### src/sscd_pkg.sv
// Package with types, constants and helpers of the sector cache directory.
package sscd_pkg;
  localparam int unsigned DefEntries = 64;
  localparam int unsigned SlotW = 6;
  localparam int unsigned CountW = 6;
  localparam logic [CountW-1:0] CountMax = 6'd63;
  localparam int unsigned ScoreW = 11;
  localparam int unsigned MaxResults = 64;
  localparam int unsigned FlushCntW = 7;

  localparam logic [1:0] KindRead   = 2'd0;
  localparam logic [1:0] KindWrite  = 2'd1;
  localparam logic [1:0] KindRemove = 2'd2;
  localparam logic [1:0] KindFlush  = 2'd3;

  localparam logic [1:0] CfgAccessWeight = 2'd0;
  localparam logic [1:0] CfgDirtyWeight  = 2'd1;
  localparam logic [1:0] CfgMetaWeight   = 2'd2;
  localparam logic [1:0] CfgInitCount    = 2'd3;

  typedef struct packed {
    logic [1:0]  kind;
    logic [31:0] sector;
    logic        is_meta;
    logic        full_sector;
  } req_t;

  typedef struct packed {
    logic        hit;
    logic [5:0]  slot;
    logic        fill_needed;
    logic        evicted;
    logic        writeback;
    logic [31:0] out_sector;
    logic        last;
  } rsp_t;
endpackage

### src/scored_sector_cache_directory.sv
// Top level of the scored sector cache directory.
// Channel | Dir | Handshake           | Word
// req     | in  | req_valid/req_ready | request (req_t)
// rsp     | out | rsp_valid/rsp_ready | result (rsp_t)
// cfg     | in  | cfg_valid/cfg_ready | register index and data
// Every request walks all ENTRIES slots through one shared compare and score unit, one slot
// per cycle behind a registered memory read unless a flush walk stalls. A miss with a free
// slot then takes an allocation step before its result.
// A miss on a full cache walks the slots a second time to age them, then allocates.
// A flush walk stalls while a dirty word meets a busy output,
// and every item waits in its last cycle until the output register is free.
// Reset clears the valid bits and state, sets config defaults; entry memory is not cleared.
module scored_sector_cache_directory
  import sscd_pkg::*;
#(
  parameter int unsigned ENTRIES = DefEntries
) (
  input  logic        clk_i,
  input  logic        rst_ni,
  input  logic        req_valid_i,
  output logic        req_ready_o,
  input  req_t        req_i,
  output logic        rsp_valid_o,
  input  logic        rsp_ready_i,
  output rsp_t        rsp_o,
  input  logic        cfg_valid_i,
  output logic        cfg_ready_o,
  input  logic [1:0]  cfg_index_i,
  input  logic [5:0]  cfg_data_i
);
  localparam int unsigned IdxW = (ENTRIES > 1) ? $clog2(ENTRIES) : 1;
  localparam int unsigned CntW = $clog2(ENTRIES + 1);
  localparam logic [CntW-1:0] EndIdx = CntW'(ENTRIES);

  typedef enum logic [2:0] {
    StIdle, StLook, StScan, StAge, StAlloc, StFlush, StOut
  } state_e;

  // One directory entry as held in memory.
  typedef struct packed {
    logic [31:0]       tag;
    logic [CountW-1:0] cnt;
    logic              dirty;
    logic              meta;
  } entry_t;

  state_e               state_q;
  req_t                 req_q;
  rsp_t                 res_q;
  logic [CntW-1:0]      idx_q;
  logic [ENTRIES-1:0]   valid_q;
  logic                 found_q, free_found_q, best_found_q;
  logic [IdxW-1:0]      found_idx_q, free_q, best_q;
  entry_t               found_ent_q;
  logic [31:0]          best_tag_q;
  logic                 best_dirty_q;
  logic [ScoreW-1:0]    best_score_q;
  logic [FlushCntW-1:0] nflush_q;
  logic [3:0]           aw_q, dw_q;
  logic [5:0]           mw_q, ic_q;
  rsp_t                 rsp_q;
  logic                 rsp_valid_q;

  // Directory storage, one entry per address.
  entry_t               ent_mem [ENTRIES];
  entry_t               rd_q;
  logic [IdxW-1:0]      rd_addr;
  logic                 wr_en;
  logic [IdxW-1:0]      wr_addr;
  entry_t               wr_data;

  logic [IdxW-1:0]      ev_idx;
  logic                 ev_vld;
  logic                 cur_valid;
  logic [ScoreW-1:0]    cur_score;
  logic                 out_free;
  logic                 flush_take, flush_stall;
  logic                 rsp_load;
  rsp_t                 rsp_next, scan_rsp, alloc_rsp, flush_rsp;

  // The registered read holds the slot one behind the walk counter.
  assign ev_idx    = IdxW'(idx_q - 1'b1);
  assign ev_vld    = (idx_q != '0);
  assign cur_valid = valid_q[ev_idx];

  // Shared score unit: one multiply and two adds.
  assign cur_score = ScoreW'(rd_q.cnt) * ScoreW'(aw_q)
                   + (rd_q.dirty ? ScoreW'(dw_q) : '0)
                   + (rd_q.meta ? ScoreW'(mw_q) : '0);

  assign out_free    = !rsp_valid_q || rsp_ready_i;
  assign flush_take  = (state_q == StFlush) && ev_vld && cur_valid && rd_q.dirty
                     && (nflush_q < FlushCntW'(MaxResults));
  assign flush_stall = flush_take && (nflush_q != '0) && !out_free;
  // A stalled flush reads the same slot again so the read data stays put.
  assign rd_addr     = flush_stall ? ev_idx : idx_q[IdxW-1:0];

  assign req_ready_o = (state_q == StIdle);
  assign cfg_ready_o = 1'b1;
  assign rsp_valid_o = rsp_valid_q;
  assign rsp_o       = rsp_q;

  // Entry memory: one write and one registered read per cycle.
  always_ff @(posedge clk_i) begin
    if (wr_en) ent_mem[wr_addr] <= wr_data;
    rd_q <= ent_mem[rd_addr];
  end

  // Memory write port for hits, aging, allocation and flush.
  always_comb begin
    wr_en   = 1'b0;
    wr_addr = ev_idx;
    wr_data = rd_q;
    unique case (state_q)
      StScan: begin
        if (found_q && req_q.kind != KindRemove) begin
          wr_en   = 1'b1;
          wr_addr = found_idx_q;
          wr_data = found_ent_q;
          if (found_ent_q.cnt != CountMax) wr_data.cnt = found_ent_q.cnt + 1'b1;
          if (req_q.kind == KindWrite) wr_data.dirty = 1'b1;
        end
      end
      StAge: begin
        wr_en = ev_vld;
        if (rd_q.cnt != '0) wr_data.cnt = rd_q.cnt - 1'b1;
      end
      StAlloc: begin
        wr_en         = 1'b1;
        wr_addr       = free_q;
        wr_data.tag   = req_q.sector;
        wr_data.cnt   = (ic_q != CountMax) ? ic_q + 1'b1 : ic_q;
        wr_data.dirty = (req_q.kind == KindWrite);
        wr_data.meta  = (req_q.kind == KindRead) && req_q.is_meta;
      end
      StFlush: begin
        wr_en         = flush_take && !flush_stall;
        wr_data.dirty = 1'b0;
      end
      default: ;
    endcase
  end

  // Result words built by the decide, allocate and flush steps.
  always_comb begin
    scan_rsp = '0;
    if (found_q) begin
      scan_rsp.hit  = 1'b1;
      scan_rsp.slot = SlotW'(found_idx_q);
    end else if (req_q.kind != KindRemove && !free_found_q) begin
      scan_rsp.evicted    = 1'b1;
      scan_rsp.writeback  = best_dirty_q;
      scan_rsp.out_sector = best_tag_q;
    end
    alloc_rsp             = res_q;
    alloc_rsp.slot        = SlotW'(free_q);
    alloc_rsp.fill_needed = (req_q.kind == KindRead) || !req_q.full_sector;
    flush_rsp             = '0;
    flush_rsp.hit         = 1'b1;
    flush_rsp.slot        = SlotW'(ev_idx);
    flush_rsp.writeback   = 1'b1;
    flush_rsp.out_sector  = rd_q.tag;
  end

  // Output load: the final word at the end of an item, or a held flush word
  // once the next dirty entry shows it is not the last.
  always_comb begin
    rsp_load      = 1'b0;
    rsp_next      = res_q;
    rsp_next.last = 1'b1;
    if (state_q == StOut) begin
      rsp_load = out_free;
    end else if (flush_take && !flush_stall && nflush_q != '0) begin
      rsp_load      = 1'b1;
      rsp_next.last = 1'b0;
    end
  end

  // Configuration registers.
  always_ff @(posedge clk_i or negedge rst_ni) begin
    if (!rst_ni) begin
      aw_q <= 4'd5;
      dw_q <= 4'd1;
      mw_q <= 6'd32;
      ic_q <= 6'd5;
    end else if (cfg_valid_i) begin
      unique case (cfg_index_i)
        CfgAccessWeight: aw_q <= cfg_data_i[3:0];
        CfgDirtyWeight:  dw_q <= cfg_data_i[3:0];
        CfgMetaWeight:   mw_q <= cfg_data_i;
        CfgInitCount:    ic_q <= cfg_data_i;
        default: ;
      endcase
    end
  end

  // Sequencer, control state and output register.
  always_ff @(posedge clk_i or negedge rst_ni) begin
    if (!rst_ni) begin
      state_q      <= StIdle;
      req_q        <= '0;
      res_q        <= '0;
      idx_q        <= '0;
      valid_q      <= '0;
      found_q      <= 1'b0;
      free_found_q <= 1'b0;
      best_found_q <= 1'b0;
      found_idx_q  <= '0;
      free_q       <= '0;
      best_q       <= '0;
      found_ent_q  <= '0;
      best_tag_q   <= '0;
      best_dirty_q <= 1'b0;
      best_score_q <= '0;
      nflush_q     <= '0;
      rsp_q        <= '0;
      rsp_valid_q  <= 1'b0;
    end else begin
      if (rsp_load) begin
        rsp_valid_q <= 1'b1;
        rsp_q       <= rsp_next;
      end else if (rsp_ready_i) begin
        rsp_valid_q <= 1'b0;
      end
      unique case (state_q)
        StIdle: begin
          if (req_valid_i) begin
            req_q        <= req_i;
            res_q        <= '0;
            idx_q        <= '0;
            found_q      <= 1'b0;
            free_found_q <= 1'b0;
            best_found_q <= 1'b0;
            nflush_q     <= '0;
            state_q      <= (req_i.kind == KindFlush) ? StFlush : StLook;
          end
        end
        // Walk for a tag match, the first free slot and the best score.
        StLook: begin
          if (ev_vld) begin
            if (cur_valid && rd_q.tag == req_q.sector && !found_q) begin
              found_q     <= 1'b1;
              found_idx_q <= ev_idx;
              found_ent_q <= rd_q;
            end
            if (!cur_valid && !free_found_q) begin
              free_found_q <= 1'b1;
              free_q       <= ev_idx;
            end
            if (cur_valid && (!best_found_q || cur_score < best_score_q)) begin
              best_found_q <= 1'b1;
              best_q       <= ev_idx;
              best_score_q <= cur_score;
              best_tag_q   <= rd_q.tag;
              best_dirty_q <= rd_q.dirty;
            end
          end
          if (idx_q == EndIdx) state_q <= StScan;
          else idx_q <= idx_q + 1'b1;
        end
        // Decide and apply the request.
        StScan: begin
          res_q <= scan_rsp;
          if (req_q.kind == KindRemove) begin
            if (found_q) valid_q[found_idx_q] <= 1'b0;
            state_q <= StOut;
          end else if (found_q) begin
            state_q <= StOut;
          end else if (free_found_q) begin
            state_q <= StAlloc;
          end else begin
            free_q  <= best_q;
            idx_q   <= '0;
            state_q <= StAge;
          end
        end
        // Age every entry on a full-cache miss.
        StAge: begin
          if (idx_q == EndIdx) state_q <= StAlloc;
          else idx_q <= idx_q + 1'b1;
        end
        // Take the chosen slot for the new sector.
        StAlloc: begin
          valid_q[free_q] <= 1'b1;
          res_q           <= alloc_rsp;
          state_q         <= StOut;
        end
        // Flush walk: hold each dirty entry's word until the next one or the end.
        StFlush: begin
          if (!flush_stall) begin
            if (flush_take) begin
              res_q    <= flush_rsp;
              nflush_q <= nflush_q + 1'b1;
            end
            if (idx_q == EndIdx) state_q <= StOut;
            else idx_q <= idx_q + 1'b1;
          end
        end
        // Deliver the final word of the item.
        StOut: begin
          if (out_free) state_q <= StIdle;
        end
        default: state_q <= StIdle;
      endcase
    end
  end
endmodule

### config.mk
export PLATFORM = sky130hd
export DESIGN_NAME = scored_sector_cache_directory
export DESIGN_NICKNAME = d
export VERILOG_FILES = /design/src/sscd_pkg.sv /design/src/scored_sector_cache_directory.sv
export SDC_FILE = /design/constraint.sdc
export NUM_CORES = 2
export LEC_CHECK = 0
export BUFFER_PORTS_ARGS = -buffer_cell sky130_fd_sc_hd__clkbuf_2
export CAP_MARGIN = 25
export CORE_ASPECT_RATIO = 0.75
export CORE_MARGIN = 2
export CORE_UTILIZATION = 40
export DETAILED_ROUTE_END_ITERATION = 7
export HOLD_SLACK_MARGIN = 0.1
export PLACE_DENSITY = 0.58
export SLEW_MARGIN = 20
export SYNTH_ARGS = -nofsm -noshare
export SYNTH_HDL_FRONTEND = slang
export SYNTH_SLANG_ARGS = --single-unit
### constraint.sdc
create_clock -name clk_i -period 11.9 [get_ports clk_i]
set_input_delay 2.38 -clock clk_i [delete_from_list [all_inputs] [get_ports clk_i]]
set_output_delay 2.38 -clock clk_i [all_outputs]
set_load 0.05 [all_outputs]
# == Word-level counts from Yosys, hierarchy flattened ==
# Memories as Yosys holds them, arrays and structs flattened. A register that Yosys moved wholly into a read port is not among the register bits.
# Index checks and enable logic that the tools add are counted.
# totals
reg_bits,328
latch_bits,0
ramBits,2560
mem_bits_ro,0
in_bits,49
output_inout_bits,46
word_cells,230
mem_count,1
# mem_list
name,words,word_bits,read_ports,rd_ports_with_merged_regs,wr,line_no,rtl
ent_mem,64,40,1,1,1,scored_sector_cache_directory.sv:65,entry_t ent_mem [ENTRIES];
# op_classes
addsub,8
multipliers,1
div_mod_pow,0
magnitude_cmp,7
eq_ne,33
shift,0
n_mux,77
n_bitwise,4
n_reduce_logical,60
# op_table
op,n
$pmux W43 S4,1
$mux W43,3
$mux W64,2
$pmux W64 S2,1
$mux W34,2
$mux W6,11
$and A64 B64 Y64,1
$not A64 Y64,1
$or A64 B64 Y64,1
$pmux W32 S2,1
$mux W7,9
$mux W40,1
$eq A32 B32 Y1,1
$ne A2 B2 Y1 const B,16
$mux W3,10
$pmux W7 S4,1
$pmux W6 S2,2
$lt A6 B7 Y1 const B,3
$pmux W3 S7,1
$mux W1,20
$reduce_and A4 Y1,5
$pmux W6 S3,1
$reduce_and A6 Y1,3
$logic_and A1 B1 Y1,17
other kinds (38),76

# == Depth between registers and ports, before layout ==
# depth
word_depth,14
ltp_mapped,27
mapped_depth_nobuf,20

# == Worst setup path before layout ==
# OpenSTA, ideal clock, no wires.
# synth_path
kind,flip-flop to flip-flop
start,reg idx_q[0]
end,"mem ent_mem[52][0] (netlist bit), enable pin"
setup_time_ns,0.438
t_arrival_ns,6.837
t_required_ns,11.462
path_slack_ns,4.625
path_stages_with_launch,22
path_buffers,10
period_less_slack_ns,7.275
cell_sequence,dfrtp_1 > buf_2 > buf_2 > buf_2 > inv_1 > clkbuf_1 > clkbuf_1 > buf_1 > clkbuf_1 > ha_1 > clkbuf_1 > clkbuf_1 > mux4_2 > inv_1 > o2111ai_1 > nand3_1 > o22ai_1 > nor4b_1 > a211o_1 > clkbuf_1 > nand3_1 > nor2_1
# synth_via
elab_chain_len,13
elab_cells_between_ends,17
cone_classes,1 x add/sub; 7 x mux; 9 x reduce/logical
# synth_lines
element,line_no,rtl
from (decl),scored_sector_cache_directory.sv:50,logic [CntW-1:0] idx_q;
from (signal assigned),scored_sector_cache_directory.sv:259,else idx_q <= idx_q + 1'b1;
from (signal assigned),scored_sector_cache_directory.sv:280,else idx_q <= idx_q + 1'b1;
from (signal assigned),scored_sector_cache_directory.sv:296,else idx_q <= idx_q + 1'b1;
$sub A6 B1 Y6 (*),scored_sector_cache_directory.sv:82,assign ev_idx = IdxW'(idx_q - 1'b1);
net ev_idx[0],scored_sector_cache_directory.sv:72,logic [IdxW-1:0] ev_idx;
$bmux W1 S6,scored_sector_cache_directory.sv:84,assign cur_valid = valid_q[ev_idx];
$mux W1 (implied by the code),scored_sector_cache_directory.sv:84,
$logic_and A1 B1 Y1 (2 in series),scored_sector_cache_directory.sv:92,assign flush_take = (state_q == StFlush) && ev_vld && cur_valid && rd_q.dirty
$logic_and A1 B1 Y1,scored_sector_cache_directory.sv:93,&& (nflush_q < FlushCntW'(MaxResults));
$logic_and A1 B1 Y1 (2 in series),scored_sector_cache_directory.sv:94,assign flush_stall = flush_take && (nflush_q != '0) && !out_free;
$logic_not A1 Y1,--,
$logic_and A1 B1 Y1,scored_sector_cache_directory.sv:137,wr_en = flush_take && !flush_stall;
$pmux W1 S4,scored_sector_cache_directory.sv:114,unique case (state_q)
$mux W1,scored_sector_cache_directory.sv:105,if (wr_en) ent_mem[wr_addr] <= wr_data;
$mux W1 (implied by the code),scored_sector_cache_directory.sv:105,
to (decl),scored_sector_cache_directory.sv:65,
# The timed path passes the listed nets; every way through them passes the cells marked *. The select of a mux whose other input is x is not followed.

# == Final worst setup path ==
# layout_path
start,reg idx_q[0]
end,reg flush_rsp[28] (netlist name)
# layout_via
elab_chain_len,9
elab_cells_between_ends,11
cone_classes,1 x add/sub; 3 x mux; 7 x reduce/logical
# layout_lines
element,line_no,rtl
$sub A6 B1 Y6,scored_sector_cache_directory.sv:82,
$bmux W1 S6,scored_sector_cache_directory.sv:84,
$mux W1 (implied by the code),scored_sector_cache_directory.sv:84,
$logic_and A1 B1 Y1 (2 in series),scored_sector_cache_directory.sv:92,
$logic_and A1 B1 Y1,scored_sector_cache_directory.sv:93,
$logic_and A1 B1 Y1 (2 in series),scored_sector_cache_directory.sv:94,
$mux W6 (*),scored_sector_cache_directory.sv:96,assign rd_addr = flush_stall ? ev_idx : idx_q[IdxW-1:0];
# Every way passes the cells marked *; elsewhere a longest branch is shown, timed or not. The select of a mux whose other input is x is not followed.
# A chain may end at the register's enable or synchronous reset.

==> flow_summary.ini <==
[critical_path]
crit_chain = inv_8 -> ha_1 -> nor3b_1 -> xor2_1 -> a2111oi_0 -> a311o_2 -> o32a_2 -> buf_4 -> nand2_4 -> buf_4 -> buf_4 -> o22ai_1 -> o32ai_1 -> a21oi_1 -> a21boi_0 -> or4_1
cp.required_ns = 12.70
cpPeakStageDelay_ns = 1.06
critPathLaunch = idx_q[0]
crit_arrival_ns = 9.22
criticalPathCategory = reg2reg
crit_path_frequent_cell = buf_4
cp_top_family = compound AO/OA/AOI/OAI gates
cp-start-kind = flop
crit_path_end_kind = flop
path_buf_inv = 4
cp_max_fo = 59
r2r-start = idx_q[0]
cpMaxStageDelayCell = a21boi_0

[worst_hold_path]
hold_start = req_q[0]
hold_path_class = reg2reg

[timing]
clock_skew_ns = 0.08880
setup_viol = 0
whs_ns = 0.4913
max-slew-margin-rel_pct = 8.015
post-route-min-period_ns = 8.421
worst_pin_slew_ns = 1.368
hold_viol = 0
layout_setup_ws_ns = 3.479
final_max_slew_viol_count = 0
maxClockFrequency_ghz = 0.1187
fin_crit_sh_pct = 70.77
rsz0062_at_grt = false
fin_setup_tns_ns = 0

[synthesis]
synth_warnings = 0
avgSynthCellArea_um2 = 14.69
yosys.area_share.simple_pct = 5.572
synth_seq_cells = 2928
ys_types = 89
synth_top_family_by_area = compound AO/OA/AOI/OAI gates
ys_async_sr_fraction_pct = 11.20
synth_edf_count = 2560
synthMuxAreaShare_pct = 10.19
synth_compound_area_share_pct = 10.86
synth_fa_ha_area_share_pct = 0.6927
synth_fp_nets = 8444
synth_seq_area_share_pct = 70.14
synthFlopType = edfxtp_1
netlist_instances = 8338
synth_area_mm2 = 0.1225
synth_xor_area_share_pct = 0.4138

[drt]
viasPerCell = 6.287
ant_nets = 0
vias = 79920
wl_per_cell_um = 32.82
drc_errors = 0
drt_iter0_drc = 12620
first_pass_iters = 7
routed_wl_mm = 417.2

[placement]
post_dp_cell_area_mm2 = 0.1291
place_congestion = 0.8693
post-place-cells = 12190
io_buffer_count = 93
place_ws_ns = 3.389
hpwlAfterDp_mm = 233.7

[power]
pwr-share-comb_pct = 29.8
switching_share_pct = 35.90
powerDensity_mw_per_mm2 = 249.6
ir_worst_vdd_mv = 0.2298
p_clk_share_pct = 26.6
power_mw = 34.58
internal-power_mw = 22.16
seq_power_share_pct = 43.6
leakage_nw = 47.95
p_switching_mw = 12.41

[grt]
grt_max_degree = 124
antenna_found_initial = 36
grt_usage_pct = 26.11
grt_pass1_wl_mm = 583.2
gr-total-overflow = 0
grt_pass1_vias = 75540

[clock_network]
hold_buffers = 0
cts_tree = built
clk_pin_slew_ns = 0.06
numCtsBuffers = 286
clock_latency_ns = 0.91
cts_setup_buffers = 0
cts_sinks = 2928
cts_resized = 0
cts_root_buf = clkbuf_16
h-tree-depth = 5
clockBufferDepth = 4

[status]
status = complete, no violations

[cells_and_area]
drive_gt1_share_pct = 14.15
nets = 8514
design_area_mm2 = 0.1385
utilization_pct = 45.58
layout_common_cells = 2560 x edfxtp_1, 881 x mux2i_1, 865 x nand2_1
fillers = 26480
layout.cells.non_filler = 12710
synthToLayoutAreaGrowth_pct = 13.13
final_common_cell = edfxtp_1

[floorplan]
io_pins = 95
die_x_um = 642.9
num_rows = 175
core_area_mm2 = 0.3039
die_h_um = 483.2
die_area_mm2 = 0.3106
initial_core_util_pct = 40.29

[flow_run]
max-cap-violations = 0
kinds of logic after synthesis:
logic type / Yosys count
adder cells (fa/ha/maj): 57
XOR/XNOR: 57
multiplexers: 1150
AND/OR/NAND/NOR: 1537
buffers and inverters: 635
other: 1
AO/OA/AOI/OAI: 1973
flip-flops: 2928
tightest hold or removal path: stages (launching register included):
cell	delay, ns
dfrtp_1	0.36
nand2_1	0.05
nand2_1	0.05
path summary, 6_finish.rpt:
| kind | endpoint | slack, ns | cells after the start |
|---|---|---|---|
| worst min-delay path | req_q[0] | 0.49 | 2 |
| max in group asynchronous | valid_q[5] | 9.04 | 3 |
| worst max-delay path | flush_rsp[28] | 3.48 | 16 |
| worst min register to register | req_q[0] | 0.49 | 2 |
| worst max register to register | flush_rsp[28] | 3.48 | 16 |
| min in group asynchronous | rsp_o[1] | 1.57 | 1 |
metal layers:
layer | GRT usage, % | up-vias | part of all wire [%] | wire (um)
li1 | - | 32970 | - | -
met3 | 7.299 | 740 | 13 | 53820
met1 | 38.44 | 41190 | 42 | 174600
met2 | 37.64 | 4995 | 42 | 175800
met5 | 0 | - | 0.13 | 522
met4 | 7.339 | 22 | 3.0 | 12470
sequential cells by signal (all words and copies together), names as in the netlist, 11 cells and up:
signal,cells
alloc_rsp,35
rsp_o,43
valid_q,64
best_score_q,11
best_tag_q,32
req_q,36
found_ent_q,40
flush_rsp,32
ent_mem,2560
synth_stat cells, types with 14 or more instances:
master     count  share of area (%)
dfrtp_1      322                6.6
fa_1          18               0.29
a211o_1       16               0.11
nor2b_1       14              0.072
a211oi_1     104               0.64
ha_1          39               0.40
a21oi_1      421                1.7
o41ai_1       35               0.25
o221ai_1     232                1.7
a21boi_0      15              0.092
a22oi_1       78               0.48
dfxtp_1       40               0.65
o22ai_1      441                2.3
nand4_1       21               0.11
xor2_1        32               0.23
inv_1         57               0.17
nor2_1       194               0.59
a221o_1       23               0.19
edfxtp_1    2560                 63
buf_2        121               0.49
mux4_2        56                1.0
o2bb2ai_1     20               0.14
nor3_1        70               0.29
buf_1         78               0.24
o31ai_1       45               0.28
nand3_1       88               0.36
o22a_1        14               0.10
o21a_1        21               0.13
clkbuf_1     361                1.1
and3_1        26               0.13
mux2_2       211                1.9
o32ai_1       27               0.19
o2111ai_1     20               0.14
nand2b_1      17              0.087
mux2i_1      883                7.2
o21ai_0      261                1.1
and2_1       117               0.60
nand2_1      904                2.8
a221oi_1      32               0.23
xnor2_1       24               0.17
a2111oi_0     77               0.55
layout make-up:
class                      count  area [um^2]  area share, %
tap                         4071         5094          3.677
clock inverter               130         1286         0.9285
multi-input combinational   4775        35050          25.30
clock buffer                 387         7960          5.746
inverter                      58        225.2         0.1626
sequential                  2928        85900          62.01
antenna                        4        10.01       0.007225
timing repair buffer         359         3013          2.175
power groups by stage:
stage                     Combinational, mW  Sequential (mW)  Clock (mW)
after global placement                 9.74             15.2           0
after global routing                   10.9             15.2        9.68
after detailed placement               9.99             15.3           0
after floorplan                        5.66             15.1           0
final                                  10.3             15.1        9.19
after CTS                              10.0             15.1        9.28
(Power assumes the default switching activity.)
